$ cat config.mk
export PLATFORM = sky130hd
export DESIGN_NAME = priority_queue_extract_max_flat
export DESIGN_NICKNAME = d
export VERILOG_FILES = /design/src/hdl/pqxm_pkg.sv /design/src/hdl/pqxm_req_if.sv /design/src/hdl/pqxm_rsp_if.sv /design/src/hdl/priority_queue_extract_max.sv /design/src/hdl/pqxm_ram.sv /design/src/hdl/pqxm_ctrl.sv /design/src/hdl/pqxm_dp.sv /design/src/flat_wrapper.sv
export SDC_FILE = /design/constraint.sdc
export NUM_CORES = 1
export LEC_CHECK = 0
export BUFFER_PORTS_ARGS = -buffer_cell sky130_fd_sc_hd__buf_2
export CORE_ASPECT_RATIO = 1.75
export CORE_MARGIN = 4
export CORE_UTILIZATION = 60
export DETAILED_ROUTE_END_ITERATION = 10
export GPL_ROUTABILITY_DRIVEN = 0
export PLACE_DENSITY = 0.73
export SYNTH_ARGS = -nofsm -noshare
export SYNTH_HDL_FRONTEND = slang
export SYNTH_SLANG_ARGS = --single-unit
$ cat constraint.sdc
create_clock -name clk -period 8.35 [get_ports clk]
set_clock_uncertainty 0.1 [all_clocks]
set_input_delay 0.4175 -clock clk [delete_from_list [all_inputs] [get_ports clk]]
set_output_delay 0.4175 -clock clk [all_outputs]
set_load 0.05 [all_outputs]
$ cat src/hdl/pqxm_pkg.sv
// Package for the extract-max priority queue: default sizes, mode codes,
// controller states and the command/status structs between controller and datapath.
// Depends on nothing.
`timescale 1ns / 1ps

package pqxm_pkg;

    localparam int DEPTH_DEF     = 16;
    localparam int PRIO_BITS_DEF = 16;
    localparam int DATA_BITS_DEF = 16;

    localparam logic MODE_INSERT  = 1'b0;
    localparam logic MODE_EXTRACT = 1'b1;

    typedef enum logic [1:0] {
        ST_IDLE,
        ST_SCAN,
        ST_SHIFT,
        ST_FINISH
    } pqxm_state_t;

    typedef struct packed {
        logic start;
        logic scan;
        logic shift;
        logic finish;
    } pqxm_cmd_t;

    typedef struct packed {
        logic mode;
        logic empty;
        logic last;
        logic shift_needed;
        logic out_free;
    } pqxm_stat_t;

endpackage

$ cat src/hdl/pqxm_req_if.sv
// Request channel of the priority queue: valid/ready plus one request word.
// Depends on nothing.
`timescale 1ns / 1ps

interface pqxm_req_if #(
    parameter int PRIO_BITS = 16,
    parameter int DATA_BITS = 16
);
    logic                 valid;
    logic                 ready;
    logic                 mode;
    logic [PRIO_BITS-1:0] priority_req;
    logic [DATA_BITS-1:0] payload;

    modport source (output valid, mode, priority_req, payload, input ready);
    modport sink   (input valid, mode, priority_req, payload, output ready);
endinterface

$ cat src/hdl/pqxm_rsp_if.sv
// Response channel of the priority queue: valid/ready plus one result word.
// Depends on nothing.
`timescale 1ns / 1ps

interface pqxm_rsp_if #(
    parameter int PRIO_BITS = 16,
    parameter int DATA_BITS = 16,
    parameter int CNT_BITS  = 5
);
    logic                 valid;
    logic                 ready;
    logic                 item_valid;
    logic [PRIO_BITS-1:0] out_priority;
    logic [DATA_BITS-1:0] out_payload;
    logic                 insert_dropped;
    logic [CNT_BITS-1:0]  entries_after;
    logic                 is_empty;

    modport source (output valid, item_valid, out_priority, out_payload, insert_dropped,
                    entries_after, is_empty, input ready);
    modport sink   (input valid, item_valid, out_priority, out_payload, insert_dropped,
                    entries_after, is_empty, output ready);
endinterface

$ cat src/hdl/priority_queue_extract_max.sv
// Channel  Dir  Word contents
// req      in   mode, priority_req, payload
// rsp      out  item_valid, out_priority, out_payload, insert_dropped,
//               entries_after, is_empty
//
// An insert goes from the accepting cycle straight to ST_FINISH, which loads the result
// register. An extract with n stored entries whose winner sits at slot b passes through
// ST_SCAN and, unless b is the last slot, ST_SHIFT before ST_FINISH: one comparator
// scans one slot per cycle through the registered RAM read port, then the entries behind
// the winner move up one slot per cycle. A new request is accepted once the previous
// result is in the output register, even while that result still waits for rsp.ready; a
// finished result that finds the output register still occupied holds until rsp.ready.
// Reset clears the entry count; the entry RAM needs no clearing.
// Top level of the priority queue; depends on pqxm_pkg, the two channel
// interfaces, pqxm_ctrl and pqxm_dp.
`timescale 1ns / 1ps

module priority_queue_extract_max #(
    parameter int DEPTH     = pqxm_pkg::DEPTH_DEF,
    parameter int PRIO_BITS = pqxm_pkg::PRIO_BITS_DEF,
    parameter int DATA_BITS = pqxm_pkg::DATA_BITS_DEF
) (
    input logic        clk,
    input logic        rst_n,
    pqxm_req_if.sink   req,
    pqxm_rsp_if.source rsp
);

    localparam int CNT_BITS = $clog2(DEPTH + 1);

    pqxm_pkg::pqxm_cmd_t  cmd;
    pqxm_pkg::pqxm_stat_t stat;

    pqxm_ctrl u_ctrl (
        .clk       (clk),
        .rst_n     (rst_n),
        .req_valid (req.valid),
        .req_ready (req.ready),
        .stat      (stat),
        .cmd       (cmd)
    );

    pqxm_dp #(
        .DEPTH     (DEPTH),
        .PRIO_BITS (PRIO_BITS),
        .DATA_BITS (DATA_BITS),
        .CNT_BITS  (CNT_BITS)
    ) u_dp (
        .clk            (clk),
        .rst_n          (rst_n),
        .cmd            (cmd),
        .stat           (stat),
        .in_mode        (req.mode),
        .in_priority    (req.priority_req),
        .in_payload     (req.payload),
        .out_ready      (rsp.ready),
        .out_valid      (rsp.valid),
        .item_valid     (rsp.item_valid),
        .out_priority   (rsp.out_priority),
        .out_payload    (rsp.out_payload),
        .insert_dropped (rsp.insert_dropped),
        .entries_after  (rsp.entries_after),
        .is_empty       (rsp.is_empty)
    );

endmodule

$ cat src/hdl/pqxm_ram.sv
// Generic single-write, single-read RAM with registered read data.
// Depends on nothing.
`timescale 1ns / 1ps

module pqxm_ram #(
    parameter int WIDTH = 32,
    parameter int DEPTH = 16
) (
    input  logic                     clk,
    input  logic                     we,
    input  logic [$clog2(DEPTH)-1:0] waddr,
    input  logic [WIDTH-1:0]         wdata,
    input  logic [$clog2(DEPTH)-1:0] raddr,
    output logic [WIDTH-1:0]         rdata
);

    logic [WIDTH-1:0] mem [DEPTH];
    logic [WIDTH-1:0] rdata_reg;

    always_ff @(posedge clk)
    begin
        if (we)
        begin
            mem[waddr] <= wdata;
        end
        rdata_reg <= mem[raddr];
    end

    assign rdata = rdata_reg;

endmodule

$ cat src/hdl/pqxm_ctrl.sv
// Controller of the priority queue: sequences accept, scan, shift and result load.
// Depends on pqxm_pkg.
`timescale 1ns / 1ps

module pqxm_ctrl (
    input  logic                clk,
    input  logic                rst_n,
    input  logic                req_valid,
    output logic                req_ready,
    input  pqxm_pkg::pqxm_stat_t stat,
    output pqxm_pkg::pqxm_cmd_t  cmd
);

    pqxm_pkg::pqxm_state_t state_reg;
    pqxm_pkg::pqxm_state_t state_next;

    always_ff @(posedge clk or negedge rst_n)
    begin
        if (!rst_n)
        begin
            state_reg <= pqxm_pkg::ST_IDLE;
        end
        else
        begin
            state_reg <= state_next;
        end
    end

    always_comb
    begin
        state_next = state_reg;
        case (state_reg)
            pqxm_pkg::ST_IDLE:
            begin
                if (req_valid)
                begin
                    // Inserts and extracts from an empty queue finish at once.
                    if (stat.mode == pqxm_pkg::MODE_EXTRACT && !stat.empty)
                    begin
                        state_next = pqxm_pkg::ST_SCAN;
                    end
                    else
                    begin
                        state_next = pqxm_pkg::ST_FINISH;
                    end
                end
            end
            pqxm_pkg::ST_SCAN:
            begin
                if (stat.last)
                begin
                    state_next = stat.shift_needed ? pqxm_pkg::ST_SHIFT : pqxm_pkg::ST_FINISH;
                end
            end
            pqxm_pkg::ST_SHIFT:
            begin
                if (stat.last)
                begin
                    state_next = pqxm_pkg::ST_FINISH;
                end
            end
            pqxm_pkg::ST_FINISH:
            begin
                if (stat.out_free)
                begin
                    state_next = pqxm_pkg::ST_IDLE;
                end
            end
            default:
            begin
                state_next = pqxm_pkg::ST_IDLE;
            end
        endcase
    end

    always_comb
    begin
        req_ready  = 1'b0;
        cmd        = '0;
        case (state_reg)
            pqxm_pkg::ST_IDLE:
            begin
                req_ready = 1'b1;
                cmd.start = req_valid;
            end
            pqxm_pkg::ST_SCAN:
            begin
                cmd.scan = 1'b1;
            end
            pqxm_pkg::ST_SHIFT:
            begin
                cmd.shift = 1'b1;
            end
            pqxm_pkg::ST_FINISH:
            begin
                cmd.finish = stat.out_free;
            end
            default:
            begin
                cmd = '0;
            end
        endcase
    end

endmodule

$ cat src/hdl/pqxm_dp.sv
// Datapath of the priority queue: entry RAM, count, scan comparator, compaction
// and the output register. Depends on pqxm_pkg and pqxm_ram.
`timescale 1ns / 1ps

module pqxm_dp #(
    parameter int DEPTH     = pqxm_pkg::DEPTH_DEF,
    parameter int PRIO_BITS = pqxm_pkg::PRIO_BITS_DEF,
    parameter int DATA_BITS = pqxm_pkg::DATA_BITS_DEF,
    parameter int CNT_BITS  = $clog2(DEPTH + 1)
) (
    input  logic                 clk,
    input  logic                 rst_n,
    input  pqxm_pkg::pqxm_cmd_t  cmd,
    output pqxm_pkg::pqxm_stat_t stat,
    input  logic                 in_mode,
    input  logic [PRIO_BITS-1:0] in_priority,
    input  logic [DATA_BITS-1:0] in_payload,
    input  logic                 out_ready,
    output logic                 out_valid,
    output logic                 item_valid,
    output logic [PRIO_BITS-1:0] out_priority,
    output logic [DATA_BITS-1:0] out_payload,
    output logic                 insert_dropped,
    output logic [CNT_BITS-1:0]  entries_after,
    output logic                 is_empty
);

    localparam int ADDR_W = $clog2(DEPTH);
    localparam int WORD_W = PRIO_BITS + DATA_BITS;

    logic [CNT_BITS-1:0]  count_reg, count_next;
    logic [CNT_BITS-1:0]  rd_idx_reg, rd_idx_next;
    logic [CNT_BITS-1:0]  best_idx_reg, best_idx_next;
    logic [PRIO_BITS-1:0] best_prio_reg, best_prio_next;
    logic [DATA_BITS-1:0] best_data_reg, best_data_next;
    logic                 res_item_reg, res_item_next;
    logic                 res_drop_reg, res_drop_next;

    logic                 out_valid_reg, out_valid_next;
    logic                 out_item_reg;
    logic [PRIO_BITS-1:0] out_prio_reg;
    logic [DATA_BITS-1:0] out_data_reg;
    logic                 out_drop_reg;
    logic [CNT_BITS-1:0]  out_count_reg;
    logic                 out_empty_reg;

    logic                 ram_we;
    logic [ADDR_W-1:0]    ram_waddr;
    logic [WORD_W-1:0]    ram_wdata;
    logic [ADDR_W-1:0]    ram_raddr;
    logic [WORD_W-1:0]    ram_rdata;
    logic [PRIO_BITS-1:0] rd_prio;
    logic [DATA_BITS-1:0] rd_data;

    logic                 full;
    logic                 take;
    logic [CNT_BITS-1:0]  best_sel;
    logic [CNT_BITS-1:0]  idx_inc;
    logic [CNT_BITS-1:0]  best_inc;
    logic [CNT_BITS-1:0]  idx_dec;
    logic                 rd_last;
    logic                 out_free;

    pqxm_ram #(
        .WIDTH (WORD_W),
        .DEPTH (DEPTH)
    ) u_ram (
        .clk   (clk),
        .we    (ram_we),
        .waddr (ram_waddr),
        .wdata (ram_wdata),
        .raddr (ram_raddr),
        .rdata (ram_rdata)
    );

    assign rd_prio  = ram_rdata[WORD_W-1:DATA_BITS];
    assign rd_data  = ram_rdata[DATA_BITS-1:0];
    assign full     = (count_reg == CNT_BITS'(DEPTH));
    // The first slot read always becomes the running best; later ones only on a
    // strictly greater priority, so the oldest of equal priorities wins.
    assign take     = (rd_idx_reg == '0) || (rd_prio > best_prio_reg);
    assign best_sel = take ? rd_idx_reg : best_idx_reg;
    assign idx_inc  = rd_idx_reg + 1'b1;
    assign best_inc = best_sel + 1'b1;
    assign idx_dec  = rd_idx_reg - 1'b1;
    assign rd_last  = (idx_inc == count_reg);
    assign out_free = !out_valid_reg || out_ready;

    assign stat.mode         = in_mode;
    assign stat.empty        = (count_reg == '0);
    assign stat.last         = rd_last;
    assign stat.shift_needed = (best_inc != count_reg);
    assign stat.out_free     = out_free;

    always_comb
    begin
        count_next     = count_reg;
        rd_idx_next    = rd_idx_reg;
        best_idx_next  = best_idx_reg;
        best_prio_next = best_prio_reg;
        best_data_next = best_data_reg;
        res_item_next  = res_item_reg;
        res_drop_next  = res_drop_reg;
        ram_we         = 1'b0;
        ram_waddr      = count_reg[ADDR_W-1:0];
        ram_wdata      = {in_priority, in_payload};

        if (cmd.start)
        begin
            res_item_next = 1'b0;
            rd_idx_next   = '0;
            if (in_mode == pqxm_pkg::MODE_INSERT)
            begin
                res_drop_next = full;
                if (!full)
                begin
                    ram_we     = 1'b1;
                    count_next = count_reg + 1'b1;
                end
            end
            else
            begin
                res_drop_next = 1'b0;
            end
        end

        if (cmd.scan)
        begin
            best_idx_next  = best_sel;
            best_prio_next = take ? rd_prio : best_prio_reg;
            best_data_next = take ? rd_data : best_data_reg;
            res_item_next  = 1'b1;
            // After the last slot, continue reading just past the winner.
            rd_idx_next    = rd_last ? best_inc : idx_inc;
        end

        if (cmd.shift)
        begin
            ram_we    = 1'b1;
            ram_waddr = idx_dec[ADDR_W-1:0];
            ram_wdata = ram_rdata;
            if (!rd_last)
            begin
                rd_idx_next = idx_inc;
            end
        end

        if (cmd.finish && res_item_reg)
        begin
            count_next = count_reg - 1'b1;
        end

        out_valid_next = out_valid_reg;
        if (cmd.finish)
        begin
            out_valid_next = 1'b1;
        end
        else if (out_ready)
        begin
            out_valid_next = 1'b0;
        end
    end

    assign ram_raddr = rd_idx_next[ADDR_W-1:0];

    always_ff @(posedge clk or negedge rst_n)
    begin
        if (!rst_n)
        begin
            count_reg     <= '0;
            rd_idx_reg    <= '0;
            res_item_reg  <= 1'b0;
            res_drop_reg  <= 1'b0;
            out_valid_reg <= 1'b0;
        end
        else
        begin
            count_reg     <= count_next;
            rd_idx_reg    <= rd_idx_next;
            res_item_reg  <= res_item_next;
            res_drop_reg  <= res_drop_next;
            out_valid_reg <= out_valid_next;
        end
    end

    always_ff @(posedge clk)
    begin
        best_idx_reg  <= best_idx_next;
        best_prio_reg <= best_prio_next;
        best_data_reg <= best_data_next;
        if (cmd.finish)
        begin
            out_item_reg  <= res_item_reg;
            out_prio_reg  <= res_item_reg ? best_prio_reg : '0;
            out_data_reg  <= res_item_reg ? best_data_reg : '0;
            out_drop_reg  <= res_drop_reg;
            out_count_reg <= count_next;
            out_empty_reg <= (count_next == '0);
        end
    end

    assign out_valid      = out_valid_reg;
    assign item_valid     = out_item_reg;
    assign out_priority   = out_prio_reg;
    assign out_payload    = out_data_reg;
    assign insert_dropped = out_drop_reg;
    assign entries_after  = out_count_reg;
    assign is_empty       = out_empty_reg;

endmodule

$ cat src/flat_wrapper.sv
// flat-port wrapper written by rule: the top's interface ports become plain ports
module priority_queue_extract_max_flat 
#(
    parameter int DEPTH     = pqxm_pkg::DEPTH_DEF,
    parameter int PRIO_BITS = pqxm_pkg::PRIO_BITS_DEF,
    parameter int DATA_BITS = pqxm_pkg::DATA_BITS_DEF
)
  (clk, rst_n, req_valid, req_mode, req_priority_req, req_payload, req_ready, rsp_valid, rsp_item_valid, rsp_out_priority, rsp_out_payload, rsp_insert_dropped, rsp_entries_after, rsp_is_empty, rsp_ready);
  pqxm_req_if #(.PRIO_BITS(PRIO_BITS), .DATA_BITS(DATA_BITS)) req_i ();
  pqxm_rsp_if #(.PRIO_BITS(PRIO_BITS), .DATA_BITS(DATA_BITS)) rsp_i ();
  input logic clk;
  input logic rst_n;
  input wire logic [$bits(req_i.valid)-1:0] req_valid;
  input wire logic [$bits(req_i.mode)-1:0] req_mode;
  input wire logic [$bits(req_i.priority_req)-1:0] req_priority_req;
  input wire logic [$bits(req_i.payload)-1:0] req_payload;
  output wire logic [$bits(req_i.ready)-1:0] req_ready;
  output wire logic [$bits(rsp_i.valid)-1:0] rsp_valid;
  output wire logic [$bits(rsp_i.item_valid)-1:0] rsp_item_valid;
  output wire logic [$bits(rsp_i.out_priority)-1:0] rsp_out_priority;
  output wire logic [$bits(rsp_i.out_payload)-1:0] rsp_out_payload;
  output wire logic [$bits(rsp_i.insert_dropped)-1:0] rsp_insert_dropped;
  output wire logic [$bits(rsp_i.entries_after)-1:0] rsp_entries_after;
  output wire logic [$bits(rsp_i.is_empty)-1:0] rsp_is_empty;
  input wire logic [$bits(rsp_i.ready)-1:0] rsp_ready;
  assign req_i.valid = req_valid;
  assign req_i.mode = req_mode;
  assign req_i.priority_req = req_priority_req;
  assign req_i.payload = req_payload;
  assign req_ready = req_i.ready;
  assign rsp_valid = rsp_i.valid;
  assign rsp_item_valid = rsp_i.item_valid;
  assign rsp_out_priority = rsp_i.out_priority;
  assign rsp_out_payload = rsp_i.out_payload;
  assign rsp_insert_dropped = rsp_i.insert_dropped;
  assign rsp_entries_after = rsp_i.entries_after;
  assign rsp_is_empty = rsp_i.is_empty;
  assign rsp_i.ready = rsp_ready;
  priority_queue_extract_max #(.DEPTH(DEPTH), .PRIO_BITS(PRIO_BITS), .DATA_BITS(DATA_BITS)) u_core (.clk(clk), .rst_n(rst_n), .req(req_i), .rsp(rsp_i));
endmodule
Word-level counts from Yosys, hierarchy flattened
Memory sizes are Yosys's and may differ from the RTL's. A register that Yosys moved wholly into a read port is not among the register bits.
Index checks and enable logic that the tools add are counted.

word-level totals
  bits in registers = 92
  RAM bits = 512
  input bits = 37
  memories kept = 1

operators by class
  add/sub/neg operators = 5
  magnitude comparators = 1
  eq/ne operators = 10
  muxes and demuxes = 35
  reductions and logical operators = 14

memory list
  name                   words  width  read ports  clocked after memory_dff  wr ports  line            RTL
  u_core.u_dp.u_ram.mem  16     32     1           1                         1         pqxm_ram.sv:17  logic [WIDTH-1:0] mem [DEPTH];

operator list
  kind                   count
  $mux W5                10
  $mux W32               1
  $mux W1                17
  $gt A16 B16 Y1         1
  $add A5 B1 Y5 const B  3
  $logic_not A5 Y1       3
  $mux W2                5
  $ne A2 B2 Y1 const B   4
  $pmux W2 S4            1
  $eq A5 B5 Y1           1
  $eq A5 B5 Y1 const B   1
  $ne A5 B5 Y1           1
  $sub A5 B1 Y5 const B  1
  $eq A2 B2 Y1 const B   2
  $mux W4                1
  $reduce_and A4 Y1      1
  $reduce_bool A2 Y1     2
  $sub A4 B1 Y4 const B  1
  $eq A2 B1 Y1 const B   1
  $logic_and A1 B1 Y1    2
  $logic_not A1 Y1       2
  $logic_not A2 Y1       1
  $logic_or A1 B1 Y1     2
  $reduce_and A2 Y1      1

Longest topological paths before layout
Gate-level depths: netlist of run 1.

  depth in word-level cells = 8
  mapped depth = 17

Hierarchy
A second synthesis of run 1 with hierarchy kept.

unflattened totals
  cell total of the unflattened synthesis = 1226
  area, all modules = 24678.7 um^2

by module, submodules not included
  module     times used  cells each  area an instance (um^2)  sequential area each (um^2)
  pqxm_ram   1           838         19854.0                  16015.4
  pqxm_dp    1           367         4621.9                   2637.5
  pqxm_ctrl  1           21          202.7                    50.0

Worst setup path after synthesis of run 1
Ideal clock, no wire load.

  path kind = register to register
  from = register u_core.u_dp.best_prio_reg[15]
  to = register u_core.u_dp.u_ram.rdata_reg[22], in the netlist u_core.u_dp.u_ram.rdata[22], read port of u_core.u_dp.u_ram.mem
  setup time = 0.131 ns
  arrival = 4.249 ns
  data required time = 8.119 ns
  slack = 3.870 ns
  stages on the path, launching flop included = 17
  clock period less this slack = 4.480 ns
  cell sequence = edfxtp_1 > inv_1 > ha_1 > nand4_2 > or4_4 > a21o_1 > and3_4 > o21ai_2 > mux2_2 > ha_1 > a222oi_1 > buf_2 > buf_2 > clkbuf_1 > mux2_2 > o2111ai_1 > nand4_1

between the ends
  longest elaborated chain between the ends = 8

ends and longest elaborated chain
  item                         line            RTL
  start, declared              pqxm_dp.sv:34   logic [PRIO_BITS-1:0] best_prio_reg, best_prio_next;
  start signal, assigned       pqxm_dp.sv:189  best_prio_reg <= best_prio_next;
  $gt A16 B16 Y1 (*)           pqxm_dp.sv:81   assign take = (rd_idx_reg == '0) || (rd_prio > best_prio_reg);
  $logic_or A1 B1 Y1 (*)       pqxm_dp.sv:81
  $mux W5 (*)                  pqxm_dp.sv:82   assign best_sel = take ? rd_idx_reg : best_idx_reg;
  via u_core.u_dp.best_sel[1]  pqxm_dp.sv:57   logic [CNT_BITS-1:0] best_sel;
  $add A5 B1 Y5 (*)            pqxm_dp.sv:84   assign best_inc = best_sel + 1'b1;
  $mux W5 (*)                  pqxm_dp.sv:134  rd_idx_next = rd_last ? best_inc : idx_inc;
  $mux W5 (*)                  pqxm_dp.sv:127  if (cmd.scan)
  $mux W5                      pqxm_dp.sv:142  if (!rd_last)
  $mux W5 (*)                  pqxm_dp.sv:137  if (cmd.shift)
  end, declared                pqxm_ram.sv:18  logic [WIDTH-1:0] rdata_reg;

The timed path passes the listed nets; every way through them passes the cells marked *.
A chain may end at the register's enable or synchronous reset.

Worst setup path in the final report of run 1
  from = register u_core.u_dp.best_prio_reg[15]
  to = register u_core.u_dp.u_ram.rdata_reg[6], in the netlist u_core.u_dp.u_ram.rdata[6], read port of u_core.u_dp.u_ram.mem

Same word-level chain as after synthesis.

==> run_results.csv, run 1 <==
group,metric,value,unit
synthesis,yosys_register_bits,636,
synthesis,synth_enable_flop_cells,589,
timing,period_share,71.1,%
worst_setup_path,setup.worst_path.class,"reg -> reg",
timing,final-max-slew-violation-count,0,
clock_network,number_of_buffers_inserted_to_repair_setup_after_cts,0,
floorplanning,die_y,284,um
drt,route.top_layer_used,"met4",
timing,period_needed,5.94,ns
drt,drtPass1Iterations,8,
worst_setup_path,critical_path.startpoint_type,"flip-flop",
drt,detail_route.wirelength.met1,22700,um
drt,via_count,14827,
worst_setup_path,rrSetupSlack,2.41,ns
finish,layout.nets,1727,
timing,rsz0062_at_grt,"no",
synthesis,mappedNetlistArea,26200,um^2
clock_network,clock_tree_from_tritoncts,"done",
drt,drc,0,
floorplanning,std_cell_rows,101,
finish,largest_reg_flops,512,
finish,synthesis_to_layout_area_growth,10.1,%
floorplanning,io_pins,79,
timing,finalSetupViolations,0,
global_routing,globalRouteOverflowTotal,0,
synthesis,ys_warn_count,0,
clock_network,ctsHoldBuffers,1,
synthesis,post_synth_inst_count,1617,
worst_setup_path,critical_path.reg2reg.startpoint,"u_core.u_dp.best_prio_reg[15]",
clock_network,cts_made_buffers,53,
hold_path,hold_path.class,"in -> reg",
pwr,p_leak,10.1,nW
global_routing,grt_use_total,24.8,%
global_routing,grt_start_max_net_pins,97,
status,status,"finished clean",
drt,routed-wl-met3,3720,um
run,timing.max_cap.violations,0,
worst_setup_path,critical_path.endpoint_type,"flip-flop",
synthesis,synth_sequential_area_ratio,71.5,%
finish,post_route_cells_drive_above_1_share,22.4,%
clock_network,clock_sink_count,636,
pwr,worst_ir_drop_vdd,957,uV
clock_network,clkTransAtPathRegs,0.07,ns
floorplanning,die-area,47100,um^2
finish,final_cell_area,28800,um^2
timing,timing.max_slew.rel_slack,22.9,%
placement,dp_area,27100,um^2
synthesis,syn-mean-instance-area,16.2,um^2
worst_setup_path,crit_fanout,85,
floorplanning,initial_utilization,60.5,%
worst_setup_path,critical_path.slowest_cell,"buf_4",
placement,count_of_input_and_output_buffers,78,
clock_network,cts_max_path_buffers,3,
drt,wl_met2,31200,um
worst_setup_path,critical_path.max_stage_delay,0.82,ns
drt,detail_route.iter0.violations,1649,
timing,hold_viol,0,
pwr,pwr_density_cell,447,nW/um^2
drt,wl_per_cell,26.2,um
worst_setup_path,path_cells,"inv_1, ha_1, nand4_2, or4_4, a21o_1, and3_4, o21ai_2, mux2_2, ha_1, nand2b_1, a2111oi_0, nor2_4, and2_4, buf_4, o2111ai_1, nand4_1",
timing,tightest_slew,1.16,ns
synthesis,synth-main-ff-cell,"edfxtp_1",
drt,mean_number_of_vias_per_cell,6.52,
floorplanning,die-width,166,um
drt,wl,59600,um
timing,fin_worst_hold_slack,0.0502,ns
clock_network,cts_htree_levels,2,
global_routing,grt_first_pass_wirelength,89900,um
pwr,p_total,0.0129,W
worst_setup_path,cp_data_arrival_time,6.35,ns
finish,diodes,0,
clock_network,clock_latency,0.58,ns
clock_network,post_cts.resized_instances,0,
placement,detailed_place_hpwl,29800,um
clock_network,cts.root.buffer_cell,"clkbuf_16",
global_routing,grt_antenna_before_repair,0,
synthesis,postSynthNetCount,1680,
global_routing,number_of_global_route_vias_before_repair,15093,
synthesis,yosys.cell_types.count,63,
hold_path,min_delay_path_depth,3,
timing,tns_setup,0,ns
timing,clock.fmax,168,MHz
worst_setup_path,critPathMostFrequentCell,"ha_1",
hold_path,whs_endpoint,"u_core.u_dp.res_drop_reg",
synthesis,ys_async_sr_fraction,2.36,%
floorplanning,core_area,43200,um^2
worst_setup_path,crit_required,8.77,ns
hold_path,hold_path.startpoint,"req_mode",
worst_setup_path,timing.rr.end,"u_core.u_dp.u_ram.rdata[6]",
worst_setup_path,ff2ff_path_depth,16,
drt,antenna_violation_net_count_after_detailed_routing,0,
## how the worst max path moves through the flow
stage,from,to,depth (start not counted)
2_1_floorplan,u_core.u_dp.best_prio_reg[15],u_core.u_dp.u_ram.rdata[22],16
3_3_place_gp,u_core.u_dp.best_prio_reg[15],u_core.u_dp.u_ram.rdata[27],16
3_5_place_dp,u_core.u_dp.best_prio_reg[15],u_core.u_dp.u_ram.rdata[11],16
4_1_cts,u_core.u_dp.best_prio_reg[15],u_core.u_dp.u_ram.rdata[11],16
5_1_grt,u_core.u_dp.best_prio_reg[15],u_core.u_dp.u_ram.rdata[3],16
6_report,u_core.u_dp.best_prio_reg[15],u_core.u_dp.u_ram.rdata[6],16
## power by group
group | switching (W) | internal [W]
sequential | 0.000259 | 0.00443
clock | 0.00109 | 0.00135
combinational | 0.00364 | 0.00210
total | 0.00499 | 0.00788
## placed cells by master (no fill, tap or decap), types with 32 or more instances in the layout
cell / instances
buf_2: 78
clkbuf_16: 55
mux2_2: 163
and2_1: 32
nand4_1: 38
edfxtp_1: 589
o2111ai_1: 128
nand3_1: 139
mux2i_1: 128
dfxtp_1: 32
## metal layers
layer / GRT usage, % / up-vias
li1: - / 6518
met1: 31.7 / 7599
met2: 44.0 / 574
met3: 3.14 / 136
met4: 8.15 / 0
met5: 0 / -
## cells by family after synthesis
kind of cell / count (synthesis) / synth area share [%]
buffers and inverters: 149 / 2.62
XOR/XNOR: 17 / 0.626
multiplexers: 291 / 11.9
AND/OR/NAND/NOR: 305 / 6.21
AO/OA/AOI/OAI: 193 / 5.91
adder cells (fa/ha/maj): 26 / 1.24
flip-flops: 636 / 71.5
## critical path: cells and delay by family (launching register included)
family | cells | cell delay (ns)
simple gates | 7 | 2.55
mux | 1 | 0.39
fa+ha+maj | 2 | 0.61
compound gates | 4 | 0.88
buf+inv | 2 | 0.87
flops | 1 | 0.34
## cells in the mapped netlist (2+ instances only)
master | number | area (um^2)
buf_6 | 2 | 22.5
xnor2_1 | 11 | 96.3
o21ai_1 | 2 | 10.0
nor2_1 | 29 | 109
mux2i_1 | 128 | 1280
inv_1 | 30 | 113
nor3b_1 | 2 | 15.0
edfxtp_1 | 589 | 17700
mux2_2 | 163 | 1840
and3_4 | 2 | 22.5
ha_1 | 26 | 325
a211oi_1 | 2 | 15.0
nand4_1 | 38 | 238
o21a_1 | 2 | 15.0
nor4_1 | 2 | 12.5
o21ai_0 | 14 | 70.1
o22ai_1 | 2 | 12.5
nor3_1 | 8 | 40.0
buf_2 | 38 | 190
inv_2 | 2 | 7.51
nor2b_1 | 4 | 25.0
nand2_1 | 24 | 90.1
o31a_1 | 2 | 17.5
or3_1 | 3 | 18.8
and3_1 | 3 | 18.8
a31oi_1 | 3 | 18.8
buf_1 | 4 | 15.0
a22oi_1 | 3 | 22.5
buf_8 | 4 | 60.1
o211ai_1 | 4 | 30.0
a221oi_1 | 2 | 17.5
clkbuf_1 | 67 | 251
o2111ai_1 | 128 | 1120
and2_1 | 35 | 219
nand3_1 | 139 | 696
dfrtp_1 | 15 | 375
or2_2 | 3 | 18.8
a21o_1 | 4 | 30.0
xor2_1 | 5 | 43.8
nand2b_1 | 5 | 31.3
a21oi_1 | 15 | 75.1
dfxtp_1 | 32 | 641
## final cells by class
type | instances | area, um^2
clock buffer | 70 | 1450
clock inverter | 28 | 253
fill | 3015 | 14400
inverter | 33 | 126
multi-input combinational | 832 | 6920
sequential | 636 | 18700
tap | 566 | 708
timing repair buffer | 108 | 656
## stage by stage
| stage | setup slack (ns) | instances | utilization [%] |
|---|---|---|---|
| after floorplan | 3.87 | 1617 | - |
| after global placement | 2.64 | 2174 | 62.7 |
| after global routing | 2.09 | 2273 | 66.7 |
| final | 2.41 | 2273 | 66.7 |
| after detailed placement | 2.48 | 2174 | 62.7 |
| after CTS | 2.44 | 2273 | 66.7 |
(Power assumes the default switching activity.)
==> inputs of run 2 (changes only) <==
==> constraint.sdc (replaced) <==
create_clock -name clk -period 5.5 [get_ports clk]
set_clock_uncertainty 0.1 [all_clocks]
set_input_delay 0.275 -clock clk [delete_from_list [all_inputs] [get_ports clk]]
set_output_delay 0.275 -clock clk [all_outputs]
set_load 0.05 [all_outputs]
==> run 2 against run 1 <==
Compared with the run above:
- critical path depth unchanged
- clock-buffer cell count decreased by 1
- die area unchanged
- sequential power increased by 51%
- final area increased by 1.4%
- worst setup slack got worse by 2.0 ns
- register-to-register slack got worse by 2.0 ns
- power increased by 57%
- combinational power increased by 59%
- first-iteration DRC count decreased by 7.2%
- critical endpoint is now u_core.u_dp.u_ram.rdata[29]
==> run_results.csv, run 2 (same netlist as run 1, synthesis figures left out) <==
group,metric,value,unit
floorplanning,die_y,284,um
drt,drc,0,
pwr,p_sw_share,38.5,%
timing,tns_setup,0,ns
timing,rsz0062_at_grt,"no",
worst_setup_path,critical_path.endpoint_type,"flip-flop",
floorplanning,std_cell_rows,101,
pwr,pwr_density_cell,691,nW/um^2
clock_network,clock_latency,0.59,ns
hold_path,hold_path.class,"in -> async",
timing,tightest_slew,1.14,ns
timing,period_share,92.5,%
finish,layout.nets,1748,
pwr,p_total,0.0202,W
pwr,power.combinational.fraction,45.2,%
worst_setup_path,cp_data_arrival_time,5.40,ns
clock_network,number_of_buffers_inserted_to_repair_setup_after_cts,0,
clock_network,clock_tree_from_tritoncts,"done",
clock_network,clkTransAtPathRegs,0.07,ns
global_routing,globalRouteOverflowTotal,0,
clock_network,cts_max_path_buffers,3,
worst_setup_path,setup.worst_path.class,"reg -> reg",
clock_network,cts_made_buffers,54,
pwr,power.share.sequential,35.2,%
worst_setup_path,critical_path.reg2reg.startpoint,"u_core.u_dp.best_prio_reg[15]",
floorplanning,initial_utilization,60.5,%
placement,detailed_place_hpwl,31700,um
global_routing,grt_use_total,25.2,%
pwr,p_sw,0.00777,W
worst_setup_path,crit_required,5.81,ns
finish,largest_reg_flops,512,
worst_setup_path,worst_setup_path_startpoint,"u_core.u_dp.best_prio_reg[15]",
drt,mean_number_of_vias_per_cell,6.50,
timing,period_needed,5.09,ns
floorplanning,core_area,43200,um^2
global_routing,grt_start_max_net_pins,129,
timing,final-max-slew-violation-count,0,
timing,timing.max_slew.rel_slack,23.8,%
finish,mostFrequentLayoutCell,"edfxtp_1",
finish,fill_cells,2921,
global_routing,grt_antenna_before_repair,1,
clock_network,clock_sink_count,636,
pwr,p_int,0.0124,W
status,status,"finished clean",
worst_setup_path,crit_fanout,16,
run,timing.max_cap.violations,0,
pwr,p_leak,10.3,nW
timing,fin_worst_hold_slack,0.0250,ns
placement,dp_area,27300,um^2
floorplanning,io_pins,79,
pwr,worst_ir_drop_vdd,685,uV
timing,clock.fmax,196,MHz
timing,finalSetupViolations,0,
floorplanning,die-width,166,um
finish,finalCoreUtilization,67.6,%
clock_network,cts.root.buffer_cell,"clkbuf_16",
drt,wl,60400,um
finish,final_cell_area,29200,um^2
finish,post_route_cells_drive_above_1_share,23.6,%
drt,drtPass1Iterations,5,
placement,count_of_input_and_output_buffers,78,
finish,diodes,0,
drt,antenna_violation_net_count_after_detailed_routing,0,
drt,wl_per_cell,26.3,um
pwr,relative_contribution_of_the_clock_network_to_total_power,19.6,%
finish,layout.cells.most_common_list,"edfxtp_1 (589), mux2_2 (163), nand3_1 (139)",
drt,via_count,14936,
worst_setup_path,critical_path.startpoint_type,"flip-flop",
global_routing,number_of_global_route_vias_before_repair,15390,
clock_network,cts_htree_levels,2,
timing,hold_viol,0,
drt,detail_route.iter0.violations,1531,
floorplanning,die-area,47100,um^2
global_routing,grt_first_pass_wirelength,91300,um
finish,synthesis_to_layout_area_growth,11.7,%
## run 2: per-layer routing
metal  up-vias  GRT usage (%)  share of wire (%)
met3       146           2.96                6.0
met5         -              0                  0
li1       6560              -                  -
met2       632           45.3                 52
met4         0           9.43                3.6
met1      7598           31.6                 38
## run 2: layout make-up
class / instances / area [um^2] / area share, %
Sequential cell: 636 / 18700 / 64.0
Clock inverter: 33 / 405 / 1.39
Tap cell: 566 / 708 / 2.42
Clock buffer: 69 / 1450 / 4.96
Multi-Input combinational cell: 832 / 6920 / 23.7
Timing Repair Buffer: 128 / 903 / 3.09
Inverter: 33 / 125 / 0.428
## run 2: power by group through the flow
stage                     clock network, W  logic [W]  registers, W
after global placement                   0    0.00888       0.00716
after global routing               0.00421    0.00977       0.00718
after detailed placement                 0    0.00908       0.00719
after CTS                          0.00400    0.00913       0.00710
after floorplan                          0    0.00635       0.00740
final                              0.00396    0.00912       0.00710
## run 2: timing repair
action	in CTS	in global routing
resized for setup	0	0
hold buffers	5	0
endpoints found under the hold margin	19	0
## run 2: path summary, 6_finish.rpt
path,to,slack [ns],cells past startpoint
max in group asynchronous,u_core.u_dp.count_reg[4],5.01,2
setup / recovery,u_core.u_dp.u_ram.rdata[29],0.41,16
setup reg to reg,u_core.u_dp.u_ram.rdata[29],0.41,16
hold / removal,u_core.u_dp.count_reg[2],0.03,2
min in group clk,u_core.u_dp.u_ram.mem[12][17],0.11,2
hold reg to reg,u_core.u_dp.best_data_reg[1],0.34,0
## run 2: through the flow
step | cells | setup WS (ns)
6_report | 2297 | 0.411
5_1_grt | 2297 | 0.118
4_1_cts | 2297 | 0.406
3_5_place_dp | 2190 | 0.458
3_3_place_gp | 2190 | 0.557
2_1_floorplan | 1617 | 1.02
## run 2: critical path, stage by stage, from the launching register on
cell and delay [ns]:
edfxtp_1 0.35, inv_1 0.05, ha_1 0.32, nand4_2 0.18, or4_4 0.61, a21o_1 0.22, and3_4 0.18, o21ai_2 0.27
mux2_2 0.39, ha_1 0.33, a222oi_1 0.49, buf_12 0.18, buf_4 0.17, buf_4 0.29, mux2_2 0.38, o2111ai_1 0.18
nand4_1 0.21
==> inputs of run 3 (changes only) <==
--- a/config.mk
+++ b/config.mk
@@ -5,13 +5,15 @@
 export SDC_FILE = /design/constraint.sdc
 export NUM_CORES = 1
 export LEC_CHECK = 0
+export ABC_AREA = 1
 export BUFFER_PORTS_ARGS = -buffer_cell sky130_fd_sc_hd__buf_2
 export CORE_ASPECT_RATIO = 1.75
 export CORE_MARGIN = 4
 export CORE_UTILIZATION = 60
 export DETAILED_ROUTE_END_ITERATION = 10
 export GPL_ROUTABILITY_DRIVEN = 0
-export PLACE_DENSITY = 0.73
+export PLACE_DENSITY = 0.77
+export REMOVE_ABC_BUFFERS = 1
 export SYNTH_ARGS = -nofsm -noshare
 export SYNTH_HDL_FRONTEND = slang
 export SYNTH_SLANG_ARGS = --single-unit
==> run 3 against run 2 <==
Compared with the run above:
- fmax is 2.6% higher
- synthesized cell count is 62% higher
- worst hold slack better by 0.0066 ns
- sequential share of layout area is 2.5 points lower
- global-route usage is 2.5 points higher
- sequential cell count stayed put
- clock-buffer cell count is 7 higher
- highest routed layer unchanged
- critical path type unchanged
==> run_results.csv, run 3 <==
group,metric,value,unit
status,status,"finished clean",
timing,rsz0062_at_grt,"no",
drt,drc,0,
worst_setup_path,critPathMostFrequentCell,"nand2_1",
synthesis,mappedNetlistArea,27700,um^2
synthesis,ys_warn_count,0,
clock_network,cts_max_path_buffers,3,
drt,drtPass1Iterations,8,
clock_network,cts_made_buffers,54,
worst_setup_path,critical_path.endpoint_type,"flip-flop",
timing,tightest_slew,1.15,ns
finish,diodes,0,
placement,count_of_input_and_output_buffers,78,
global_routing,grt_start_max_net_pins,167,
synthesis,yosys.area_share.xor_xnor,0.343,%
drt,via_count,19425,
worst_setup_path,critical_path.reg2reg.startpoint,"u_core.u_dp.best_prio_reg[11]",
drt,antenna_violation_net_count_after_detailed_routing,0,
worst_setup_path,crit_required,5.90,ns
worst_setup_path,rrSetupSlack,0.54,ns
drt,mean_number_of_vias_per_cell,5.94,
synthesis,synth.top_cells.by_count,"nand2_1 (685), nand3_1 (595), edfxtp_1 (589)",
synthesis,yosys_register_bits,636,
synthesis,synth_top_area_share,63.9,%
placement,detailed_place_hpwl,37000,um
hold_path,hold_path.class,"in -> async",
synthesis,synth-compound-area-share,0.953,%
timing,finalSetupViolations,0,
worst_setup_path,crit_fanout,64,
floorplanning,die_y,292,um
drt,wl_per_cell,21.3,um
finish,layout.cells.most_common_list,"nand2_1 (685), nand3_1 (595), edfxtp_1 (589)",
floorplanning,io_pins,79,
finish,layout.nets,2715,
clock_network,cts.root.buffer_cell,"clkbuf_16",
synthesis,syn-mean-instance-area,10.6,um^2
finish,synthesis_to_layout_area_growth,9.85,%
synthesis,synth_simple_gate_area_share,22.0,%
floorplanning,die-area,49800,um^2
finish,final_cell_area,30400,um^2
run,timing.max_cap.violations,0,
synthesis,synth_top_family_by_area,"simple AND/OR/NAND/NOR gates",
floorplanning,std_cell_rows,103,
clock_network,clkTransAtPathRegs,0.07,ns
synthesis,synth_sequential_area_ratio,67.5,%
floorplanning,initial_utilization,61.0,%
global_routing,globalRouteOverflowTotal,0,
synthesis,synth-main-ff-cell,"edfxtp_1",
placement,preCtsSetupSlack,0.910,ns
worst_setup_path,setup.worst_path.class,"reg -> reg",
worst_setup_path,critical_path.startpoint_type,"flip-flop",
synthesis,synth_enable_flop_cells,589,
global_routing,grt_first_pass_wirelength,106000,um
floorplanning,core_area,45400,um^2
worst_setup_path,cp_data_arrival_time,5.36,ns
drt,detail_route.iter0.violations,2291,
worst_setup_path,path_cells,"inv_1, ha_1, nand4_1, nor3_1, nand2_1, nand2_1, nand2_1, nand2_2, inv_1, nand2_1, nand2_1, ha_1, nand3b_1, nand3_1, nand2_1, o21ai_4, buf_4, nand3_1, nand3_1, nand2_1",
synthesis,ys_async_sr_fraction,2.36,%
clock_network,clock_sink_count,636,
worst_setup_path,critical_path.max_stage_delay,0.77,ns
worst_setup_path,timing.rr.end,"u_core.u_dp.u_ram.rdata[14]",
timing,final-max-slew-violation-count,0,
synthesis,post_synth_inst_count,2619,
global_routing,number_of_global_route_vias_before_repair,19097,
clock_network,clock_tree_from_tritoncts,"done",
synthesis,synth.mux.area_fraction,0,%
timing,tns_setup,0,ns
synthesis,yosys.cell_types.count,40,
synthesis,netlist_top_cells_area,"edfxtp_1 (64%), nand3_1 (11%), nand2_1 (9.3%)",
worst_setup_path,critical_path.slowest_cell,"nor3_1",
finish,fill_cells,3209,
timing,final_critical_path_setup_slack,0.542,ns
global_routing,grt_antenna_before_repair,0,
clock_network,number_of_buffers_inserted_to_repair_setup_after_cts,0,
timing,period_share,90.2,%
clock_network,clock_latency,0.60,ns
clock_network,cts_htree_levels,2,
finish,mostFrequentLayoutCell,"nand2_1",
timing,timing.max_slew.rel_slack,23.0,%
synthesis,post-synth-top-area-cell,"edfxtp_1",
timing,hold_viol,0,
drt,wl,69600,um
synthesis,post_synth_fa_ha_maj_area_fraction,1.17,%
worst_setup_path,ff2ff_path_depth,20,
timing,clock.fmax,202,MHz
finish,largest_reg_flops,512,
placement,dp_area,28700,um^2
timing,period_needed,4.96,ns
global_routing,grt_use_total,27.7,%
finish,post_route_cells_drive_above_1_share,8.68,%
floorplanning,die-width,170,um
synthesis,synth.most_common_cell,"nand2_1",
## run 3: cells by family after synthesis
kind of cell	after synthesis
and+or+nand+nor	1371
DFF	636
buffers and inverters	529
AOI/OAI and AO/OA	47
adders and majority gates	26
xor gates and xnor gates	10
## run 3: worst max-delay path: cells and delay by family, from the launching register on
family          cells  cell delay (ns)
simple gates       14             2.78
buf+inv             3             0.95
fa+ha+maj           2             0.55
flops               1             0.35
compound gates      1             0.08
## run 3: timing repair
item,4_1_cts,5_1_grt
endpoints found under the setup margin,0,0
hold buffers,4,0
endpoints found under the hold margin,19,0
resized for setup,0,0
## run 3: cell type report
type                       count  area, um^2  area share [%]
multi-input combinational   1454        6970            22.9
inverter                     383        1440            4.73
timing repair buffer         123         876            2.88
tap                          577         722            2.37
sequential                   636       18700            61.5
clock buffer                  76        1500            4.92
clock inverter                23         211           0.695
## run 3: worst max path at each step
stage	slack [ns]	start	cells after the start	end
detailed placement	0.91	u_core.u_dp.best_prio_reg[11]	20	u_core.u_dp.u_ram.rdata[7]
global route	0.30	u_core.u_dp.best_prio_reg[11]	20	u_core.u_dp.u_ram.rdata[15]
finish	0.54	u_core.u_dp.best_prio_reg[11]	20	u_core.u_dp.u_ram.rdata[14]
floorplan	-2.23	u_core.u_dp.rd_idx_reg[0]	16	u_core.u_dp.u_ram.rdata[0]
global placement	1.00	u_core.u_dp.best_prio_reg[11]	20	u_core.u_dp.u_ram.rdata[7]
CTS	0.88	u_core.u_dp.best_prio_reg[11]	20	u_core.u_dp.u_ram.rdata[7]
## run 3: routing by layer
metal	GRT usage, %	vias to the layer above	wire [um]	part of all wire, %
met5	0	-	0	0
met3	3.14	251	6080	8.7
li1	-	8783	-	-
met2	46.8	1101	34800	50
met4	14.6	0	3850	5.5
met1	35.2	9290	24900	36
## run 3: per-stage QoR
stage | util [%] | cells | hold slack, ns
floorplan | - | 2473 | -0.121
global placement | 63.2 | 3169 | 0.115
detailed placement | 63.2 | 3169 | 0.109
CTS | 67.1 | 3272 | 0.0289
global route | 67.1 | 3272 | 0.0618
finish | 67.1 | 3272 | 0.0317
Power of run 3 is not shown: default switching activity piles up to over one toggle a cycle in this logic, so the estimate is an artifact.
